**src/rtl/cleaner_cycle_sequencer_unit_defines.svh**
```systemverilog
// assertion macros for the cleaner cycle sequencer
`ifndef CLEANER_CYCLE_SEQUENCER_UNIT_DEFINES_SVH
`define CLEANER_CYCLE_SEQUENCER_UNIT_DEFINES_SVH

`ifndef SYNTHESIS
`define CCS_ASSERT(lbl, prop) \
    lbl: assert property (@(posedge aclk) disable iff (!aresetn) prop) \
        else $error("ccs assertion failed");
`define CCS_ASSERT_ALWAYS(lbl, prop) \
    lbl: assert property (@(posedge aclk) prop) \
        else $error("ccs assertion failed");
`else
`define CCS_ASSERT(lbl, prop)
`define CCS_ASSERT_ALWAYS(lbl, prop)
`endif

`endif

```
**src/rtl/ccs_pkg.sv**
```systemverilog
`timescale 1ns / 1ps
`default_nettype none

package ccs_pkg;

    localparam int CFG_IDX_W  = 2;
    localparam int CFG_DATA_W = 16;
    localparam int TICK_W     = 16;
    localparam int SPEED_W    = 7;
    localparam int STATE_W    = 3;

    localparam logic [CFG_IDX_W-1:0] REG_WASH_TICKS    = 2'd0;
    localparam logic [CFG_IDX_W-1:0] REG_DRY_TICKS     = 2'd1;
    localparam logic [CFG_IDX_W-1:0] REG_DRY_MIN_TICKS = 2'd2;
    localparam logic [CFG_IDX_W-1:0] REG_SPEED_PERCENT = 2'd3;

    localparam logic [STATE_W-1:0] ST_IDLE      = 3'd0;
    localparam logic [STATE_W-1:0] ST_READY     = 3'd1;
    localparam logic [STATE_W-1:0] ST_FILLING   = 3'd2;
    localparam logic [STATE_W-1:0] ST_WASHING   = 3'd3;
    localparam logic [STATE_W-1:0] ST_UNFILLING = 3'd4;
    localparam logic [STATE_W-1:0] ST_DRYING    = 3'd5;
    localparam logic [STATE_W-1:0] ST_EMPTY     = 3'd6;
    localparam logic [STATE_W-1:0] ST_FINISHED  = 3'd7;

    localparam logic [SPEED_W-1:0] SPEED_MAX = 7'd100;

    typedef struct packed {
        logic start_pressed;
        logic disk_present;
        logic tank_full;
        logic reservoir_ok;
        logic tank_drain_sensor;
    } in_t;

    typedef struct packed {
        logic [STATE_W-1:0] mode;
        logic               motor_en;
        logic [SPEED_W-1:0] motor_speed;
        logic               pump_on;
        logic               fan_on;
        logic               valve_open;
        logic               ultrasound_on;
        logic               beep;
        logic [TICK_W-1:0]  wash_left;
        logic [TICK_W-1:0]  dry_left;
    } out_t;

    typedef struct packed {
        logic [TICK_W-1:0]  wash_ticks;
        logic [TICK_W-1:0]  dry_ticks;
        logic [TICK_W-1:0]  dry_min_ticks;
        logic [SPEED_W-1:0] speed_percent;
    } cfg_t;

    typedef struct packed {
        logic [STATE_W-1:0] cycle_state;
        logic [TICK_W-1:0]  wash_count;
        logic [TICK_W-1:0]  dry_count;
        logic               beep_flag;
    } seq_state_t;

endpackage

`default_nettype wire

```
**src/rtl/ccs_cfg.sv**
```systemverilog
`timescale 1ns / 1ps
`default_nettype none

module ccs_cfg (
    input  wire logic                           aclk,
    input  wire logic                           aresetn,
    input  wire logic                           cfg_wr_en,
    input  wire logic [ccs_pkg::CFG_IDX_W-1:0]  cfg_index,
    input  wire logic [ccs_pkg::CFG_DATA_W-1:0] cfg_wdata,
    output ccs_pkg::cfg_t                       cfg
);

    ccs_pkg::cfg_t cfg_reg;
    ccs_pkg::cfg_t cfg_next;

    always_comb begin
        cfg_next = cfg_reg;
        if (cfg_wr_en) begin
            case (cfg_index)
                ccs_pkg::REG_WASH_TICKS: begin
                    cfg_next.wash_ticks = cfg_wdata;
                end
                ccs_pkg::REG_DRY_TICKS: begin
                    cfg_next.dry_ticks = cfg_wdata;
                end
                ccs_pkg::REG_DRY_MIN_TICKS: begin
                    cfg_next.dry_min_ticks = cfg_wdata;
                end
                ccs_pkg::REG_SPEED_PERCENT: begin
                    cfg_next.speed_percent = cfg_wdata[ccs_pkg::SPEED_W-1:0];
                end
                default: begin
                    cfg_next = cfg_reg;
                end
            endcase
        end
    end

    always_ff @(posedge aclk) begin
        if (!aresetn) begin
            cfg_reg <= '0;
        end else begin
            cfg_reg <= cfg_next;
        end
    end

    assign cfg = cfg_reg;

endmodule

`default_nettype wire

```
**src/rtl/ccs_step.sv**
```systemverilog
`timescale 1ns / 1ps
`default_nettype none

module ccs_step (
    input  wire ccs_pkg::cfg_t       cfg,
    input  wire ccs_pkg::seq_state_t cur,
    input  wire ccs_pkg::in_t        tick,
    output ccs_pkg::seq_state_t      nxt,
    output ccs_pkg::out_t            result
);

    logic [ccs_pkg::SPEED_W-1:0] spd;

    always_comb begin
        nxt = cur;
        case (cur.cycle_state)
            ccs_pkg::ST_IDLE: begin
                nxt.wash_count = cfg.wash_ticks;
                nxt.dry_count  = cfg.dry_ticks;
                if (!tick.reservoir_ok) begin
                    nxt.cycle_state = ccs_pkg::ST_EMPTY;
                end else if (tick.disk_present) begin
                    nxt.cycle_state = ccs_pkg::ST_READY;
                end
            end
            ccs_pkg::ST_READY: begin
                nxt.wash_count = cfg.wash_ticks;
                nxt.dry_count  = cfg.dry_ticks;
                if (!tick.disk_present) begin
                    nxt.cycle_state = ccs_pkg::ST_IDLE;
                end else if (tick.start_pressed) begin
                    nxt.cycle_state = ccs_pkg::ST_FILLING;
                end
            end
            ccs_pkg::ST_FILLING: begin
                if (tick.tank_full) begin
                    nxt.cycle_state = ccs_pkg::ST_WASHING;
                end
            end
            ccs_pkg::ST_WASHING: begin
                // saturating countdown
                if (cur.wash_count <= ccs_pkg::TICK_W'(1)) begin
                    nxt.wash_count  = '0;
                    nxt.cycle_state = ccs_pkg::ST_UNFILLING;
                end else begin
                    nxt.wash_count = cur.wash_count - ccs_pkg::TICK_W'(1);
                end
            end
            ccs_pkg::ST_UNFILLING: begin
                if (!tick.tank_drain_sensor) begin
                    if (cfg.dry_ticks < cfg.dry_min_ticks) begin
                        nxt.cycle_state = ccs_pkg::ST_IDLE;
                    end else begin
                        nxt.dry_count   = cfg.dry_ticks;
                        nxt.cycle_state = ccs_pkg::ST_DRYING;
                    end
                end
            end
            ccs_pkg::ST_DRYING: begin
                if (cur.dry_count <= ccs_pkg::TICK_W'(1)) begin
                    nxt.dry_count   = '0;
                    nxt.cycle_state = ccs_pkg::ST_FINISHED;
                end else begin
                    nxt.dry_count = cur.dry_count - ccs_pkg::TICK_W'(1);
                end
            end
            ccs_pkg::ST_EMPTY: begin
                if (tick.reservoir_ok) begin
                    nxt.beep_flag   = 1'b0;
                    nxt.cycle_state = ccs_pkg::ST_IDLE;
                end else begin
                    nxt.beep_flag = 1'b1;
                end
            end
            default: begin
                if (!tick.disk_present) begin
                    nxt.cycle_state = ccs_pkg::ST_IDLE;
                end
            end
        endcase
    end

    assign spd = (cfg.speed_percent > ccs_pkg::SPEED_MAX) ? ccs_pkg::SPEED_MAX
                                                          : cfg.speed_percent;

    // drive decode from the new state
    always_comb begin
        result               = '0;
        result.mode          = nxt.cycle_state;
        result.beep          = nxt.beep_flag;
        result.wash_left     = nxt.wash_count;
        result.dry_left      = nxt.dry_count;
        case (nxt.cycle_state)
            ccs_pkg::ST_IDLE, ccs_pkg::ST_READY, ccs_pkg::ST_UNFILLING: begin
                result.valve_open = 1'b1;
            end
            ccs_pkg::ST_FILLING: begin
                result.pump_on = 1'b1;
            end
            ccs_pkg::ST_WASHING: begin
                result.motor_en      = 1'b1;
                result.motor_speed   = spd;
                result.ultrasound_on = 1'b1;
            end
            ccs_pkg::ST_DRYING: begin
                result.motor_en    = 1'b1;
                result.motor_speed = spd;
                result.fan_on      = 1'b1;
            end
            ccs_pkg::ST_EMPTY: begin
                result.motor_en   = 1'b1;
                result.fan_on     = 1'b1;
                result.valve_open = 1'b1;
            end
            default: begin
                result.motor_en = 1'b1;
                result.fan_on   = 1'b1;
            end
        endcase
    end

endmodule

`default_nettype wire

```
**src/rtl/cleaner_cycle_sequencer_unit.sv**
```systemverilog
// Cleaner cycle sequencer. Each transfer on s_ is one control tick (start button and four
// sensor levels); each tick yields exactly one transfer on m_ with the new cycle state, the
// drive outputs and both countdowns. Ticks pass an input register, then one step of the
// state machine and output decode, then the result register, so the block takes one tick
// every cycle while m_ready keeps up, and m_ is driven straight from the result register;
// a stalled m_ready holds one result and one queued tick before s_ready drops.
// Configuration is a plain write port (cfg_wr_en, cfg_index, cfg_wdata) and should only be
// written while no tick is in flight.
`timescale 1ns / 1ps
`default_nettype none
`include "cleaner_cycle_sequencer_unit_defines.svh"

module cleaner_cycle_sequencer_unit (
    input  wire logic                           aclk,
    input  wire logic                           aresetn,
    input  wire logic                           cfg_wr_en,
    input  wire logic [ccs_pkg::CFG_IDX_W-1:0]  cfg_index,
    input  wire logic [ccs_pkg::CFG_DATA_W-1:0] cfg_wdata,
    input  wire logic                           s_valid,
    output      logic                           s_ready,
    input  wire ccs_pkg::in_t                   s_data,
    output      logic                           m_valid,
    input  wire logic                           m_ready,
    output ccs_pkg::out_t                       m_data
);

    ccs_pkg::cfg_t       cfg;
    ccs_pkg::seq_state_t state_reg;
    ccs_pkg::seq_state_t state_next;
    ccs_pkg::in_t        in_data_reg;
    logic                in_valid_reg;
    ccs_pkg::out_t       out_data_reg;
    ccs_pkg::out_t       out_data_next;
    logic                out_valid_reg;
    logic                advance;

    ccs_cfg u_cfg (
        .aclk      (aclk),
        .aresetn   (aresetn),
        .cfg_wr_en (cfg_wr_en),
        .cfg_index (cfg_index),
        .cfg_wdata (cfg_wdata),
        .cfg       (cfg)
    );

    ccs_step u_step (
        .cfg    (cfg),
        .cur    (state_reg),
        .tick   (in_data_reg),
        .nxt    (state_next),
        .result (out_data_next)
    );

    assign advance = in_valid_reg && (!out_valid_reg || m_ready);
    assign s_ready = !in_valid_reg || advance;

    always_ff @(posedge aclk) begin
        if (!aresetn) begin
            in_valid_reg          <= 1'b0;
            out_valid_reg         <= 1'b0;
            state_reg.cycle_state <= ccs_pkg::ST_IDLE;
            state_reg.wash_count  <= '0;
            state_reg.dry_count   <= '0;
            state_reg.beep_flag   <= 1'b0;
        end else begin
            if (s_valid && s_ready) begin
                in_valid_reg <= 1'b1;
            end else if (advance) begin
                in_valid_reg <= 1'b0;
            end
            if (advance) begin
                out_valid_reg <= 1'b1;
                state_reg     <= state_next;
            end else if (m_ready) begin
                out_valid_reg <= 1'b0;
            end
        end
    end

    always_ff @(posedge aclk) begin
        if (s_valid && s_ready) begin
            in_data_reg <= s_data;
        end
        if (advance) begin
            out_data_reg <= out_data_next;
        end
    end

    assign m_valid = out_valid_reg;
    assign m_data  = out_data_reg;

    // stepped tick always shows up as a result
    `CCS_ASSERT(a_advance_gives_result, advance |=> m_valid)
    // a queued tick is never dropped
    `CCS_ASSERT(a_tick_kept, (in_valid_reg && !advance) |=> in_valid_reg)
    // back-pressure only with a tick queued
    `CCS_ASSERT(a_ready_low_has_tick, !s_ready |-> in_valid_reg)
    // beep only while in the alarm state
    `CCS_ASSERT(a_beep_in_empty, m_valid |-> (!m_data.beep || m_data.mode == ccs_pkg::ST_EMPTY))
    // result follows the committed state
    `CCS_ASSERT(a_mode_matches_state, m_valid |-> (m_data.mode == state_reg.cycle_state))

endmodule

`default_nettype wire

```
**config.mk**
```make
export PLATFORM = sky130hd
export DESIGN_NAME = cleaner_cycle_sequencer_unit
export DESIGN_NICKNAME = d
export VERILOG_FILES = /design/src/rtl/ccs_pkg.sv /design/src/rtl/ccs_cfg.sv /design/src/rtl/ccs_step.sv /design/src/rtl/cleaner_cycle_sequencer_unit.sv
export VERILOG_INCLUDE_DIRS = /design/src /design/src/rtl
export SDC_FILE = /design/constraint.sdc
export NUM_CORES = 1
export LEC_CHECK = 0
export BUFFER_PORTS_ARGS = -buffer_cell sky130_fd_sc_hd__buf_2
export CAP_MARGIN = 20
export CORE_ASPECT_RATIO = 0.6
export CORE_MARGIN = 2
export CORE_UTILIZATION = 32
export CTS_CLUSTER_DIAMETER = 80
export CTS_CLUSTER_SIZE = 14
export DETAILED_ROUTE_END_ITERATION = 10
export PLACE_DENSITY = 0.46
export SYNTH_ARGS = -nofsm -noshare
export SYNTH_HDL_FRONTEND = slang
export SYNTH_HIERARCHICAL = 1
export SYNTH_SLANG_ARGS = --single-unit
```
**constraint.sdc**
```tcl
create_clock -name aclk -period 3.1 [get_ports aclk]
set_clock_uncertainty 0.15 [all_clocks]
set_input_delay 0.62 -clock aclk [delete_from_list [all_inputs] [get_ports aclk]]
set_output_delay 0.62 -clock aclk [all_outputs]
set_load 0.005 [all_outputs]
```
==> flow_summary.json <==
{
  "clk_path_buf_depth": 2,
  "grt_max_degree": 75,
  "hold_depth": 1,
  "maxSlewViolCount": 0,
  "hold_end": "in_data_reg[4]",
  "synth_area_leaders": "dfxtp_1 (24%), edfxtp_1 (20%), mux2i_1 (12%)",
  "grtUsageMet3_pct": 4.09,
  "grt_first_pass_wirelength_um": 33600,
  "fin_crit_ns": 2.84,
  "hold_buffers": 0,
  "antenna_found_initial": 0,
  "syn_area_sq_mm": 0.00791,
  "p_leak_nw": 3.55,
  "hold_viol": 0,
  "ys_seq_area_share_pct": 43.6,
  "busiest_layer": "met1",
  "path_clk_slew_ns": 0.06,
  "worst_hold_path_type": "in2reg",
  "r2r_slack_ns": 0.26,
  "critPathKind": "reg2reg",
  "synth.most_common_cell": "nand2_1",
  "grt_pass1_vias": 5605,
  "numCtsBuffers": 17,
  "ys_types": 74,
  "pre_cts_ws_ns": 0.287,
  "synth_edf_count": 53,
  "cts_root_buf": "clkbuf_16",
  "ioPinCount": 78,
  "ir_drop_mv": 0.288,
  "finalSetupViolCount": 0,
  "synth_top_area_share_pct": 23.5,
  "die_area_sq_mm": 0.0260,
  "cts_tree": "yes",
  "fp.dieW_um": 207,
  "synthFlopType": "dfxtp_1",
  "synth_warnings": 6,
  "die_y_um": 126,
  "syn_inst": 825,
  "ff2ff_path_depth": 8,
  "clock_sinks": 146,
  "largest_reg_flops": 55,
  "coreArea_sq_mm": 0.0242,
  "overflow": 0,
  "wl_per_cell_um": 17.8,
  "cp_num_buf_inv": 1,
  "synth_top_area_cell": "dfxtp_1",
  "rr_endpoint": "m_data[39]",
  "postCtsSetupRepairBufs": 0,
  "wl_um": 21600,
  "maxCapViolCount": 0,
  "final.setup.worst_slack_ns": 0.264,
  "worstPathCellList": "inv_1 > ha_1 > nor2_1 > nor2_1 > and3_1 > o311ai_1 > o21ai_1 > a211oi_1",
  "r2r_start": "state_reg[17]",
  "cp_common_cell": "nor2_1",
  "fillCellCount": 2477,
  "fin_crit_sh_pct": 91.5,
  "syn_to_final_growth_pct": 14.1,
  "drive_above_1_share_pct": 19.8,
  "maxSlewHeadroom_pct": 38.8,
  "hold_path_startpoint": "s_data[4]",
  "start_util_pct": 32.7,
  "grtUsageTotal_pct": 16.9,
  "rsz0062_at_grt": "false",
  "regArea_sq_mm": 0.00345,
  "drt_iter0_markers": 489,
  "critPathLaunchType": "register",
  "route.detailed.drc": 0,
  "nNetsFinal": 929,
  "endpoint_kind": "register",
  "cts_resized": 0,
  "dp_hpwl_um": 16100,
  "htreeDepth": 4,
  "max_freq_mhz": 353,
  "clock_latency_ns": 0.44,
  "synthTopCellsByCount": "nand2_1 (180), dfxtp_1 (93), mux2i_1 (91)",
  "n_antenna_cell": 0,
  "multiInputGateArea_sq_mm": 0.00374,
  "grt_use_met1_pct": 28.0,
  "worst_slew_pin_slew_ns": 0.914,
  "vias": 6145,
  "setup_tns_ns": 0,
  "num_rows": 44,
  "port_buffers": 77,
  "crit_arrival_ns": 2.92,
  "cp.required_ns": 3.19,
  "async_flop_share_pct": 0,
  "synth_nets": 872,
  "grtUsageMet2_pct": 20.2,
  "syn_avg_cell_area_sq_um": 9.59,
  "cp_slowest_cell": "o311ai_1",
  "path_max_fanout": 8,
  "hold_ws_ns": 0.216,
  "gp_congestion": 0.796,
  "outcome": "finished clean",
  "powerDensity_mw_per_mm2": 531,
  "ys_ff_latch": 146,
  "first_pass_iters": 5,
  "routed_via_density": 5.05,
  "slowest_delay_ns": 0.67,
  "crit_family": "compound AO/OA/AOI/OAI gates",
  "ant_nets": 0
}
power breakdown:
part | internal [W] | switching [W] | total [W] | leakage, nW
sequential | 0.00207 | 0.0000546 | 0.00213 | 1.27
clock | 0.00108 | 0.000826 | 0.00191 | 0.274
combinational | 0.000312 | 0.000445 | 0.000757 | 2.01
how the worst max path moves through the flow:
stage                        startpoint            end  slack, ns  cells past startpoint
after floorplan            u_cfg/cfg[8]      m_data[2]       0.55                     10
after global placement    u_cfg/cfg[14]  state_reg[10]       0.34                     11
after detailed placement  u_cfg/cfg[14]   state_reg[2]       0.29                     11
after CTS                 u_cfg/cfg[14]   state_reg[2]       0.26                     11
after global routing      state_reg[17]     m_data[43]       0.07                      8
final                     state_reg[17]     m_data[39]       0.26                      8
per-layer routing:
metal | part of all wire (%) | up-vias
li1 | - | 3037
met1 | 58 | 2939
met2 | 36 | 155
met3 | 5.3 | 14
met4 | 0.94 | 0
met5 | 0 | -
cell type report:
class	count	area share, %
timing repair buffer	121	8.65
multi-input combinational	565	41.4
sequential	146	38.2
tap	322	4.46
inverter	31	1.29
clock buffer	23	5.31
clock inverter	9	0.610
cells by family after synthesis:
family	Yosys count	synth area share, %
multiplexers	91	11.5
AND/OR/NAND/NOR	271	16.0
buffers and inverters	114	9.22
AO/OA/AOI/OAI	172	15.3
XOR/XNOR	12	1.33
flip-flops	146	43.6
adder cells (fa/ha/maj)	19	3.00
per-stage QoR:
stage / utilization, % / total power [W] / cells / cell area (sq um)
floorplan: - / 0.00271 / 825 / 7910
global placement: 35.0 / 0.00291 / 1185 / 8490
detailed placement: 35.0 / 0.00291 / 1185 / 8490
finish: 37.3 / 0.00479 / 1217 / 9030
global route: 37.3 / 0.00500 / 1217 / 9030
CTS: 37.2 / 0.00483 / 1217 / 9020
cells in the final DEF (no fill, tap or decap), types with 6 or more instances in the layout:
cell type  Yosys  final
a211oi_1      10     10
a21oi_1       37     37
a221oi_1       8      8
a2bb2oi_1     12     12
a32oi_1        6      6
buf_2         15     76
buf_4         37     40
clkbuf_16      0     17
dfxtp_1       93     93
edfxtp_1      53     53
ha_1          19     19
inv_1         31     31
mux2i_1       91     91
nand2_1      180    180
nor2_1        28     28
nor3_1        13     13
o21ai_0       47     47
xnor2_1        9      9
Power figures use the tool's default switching activity.
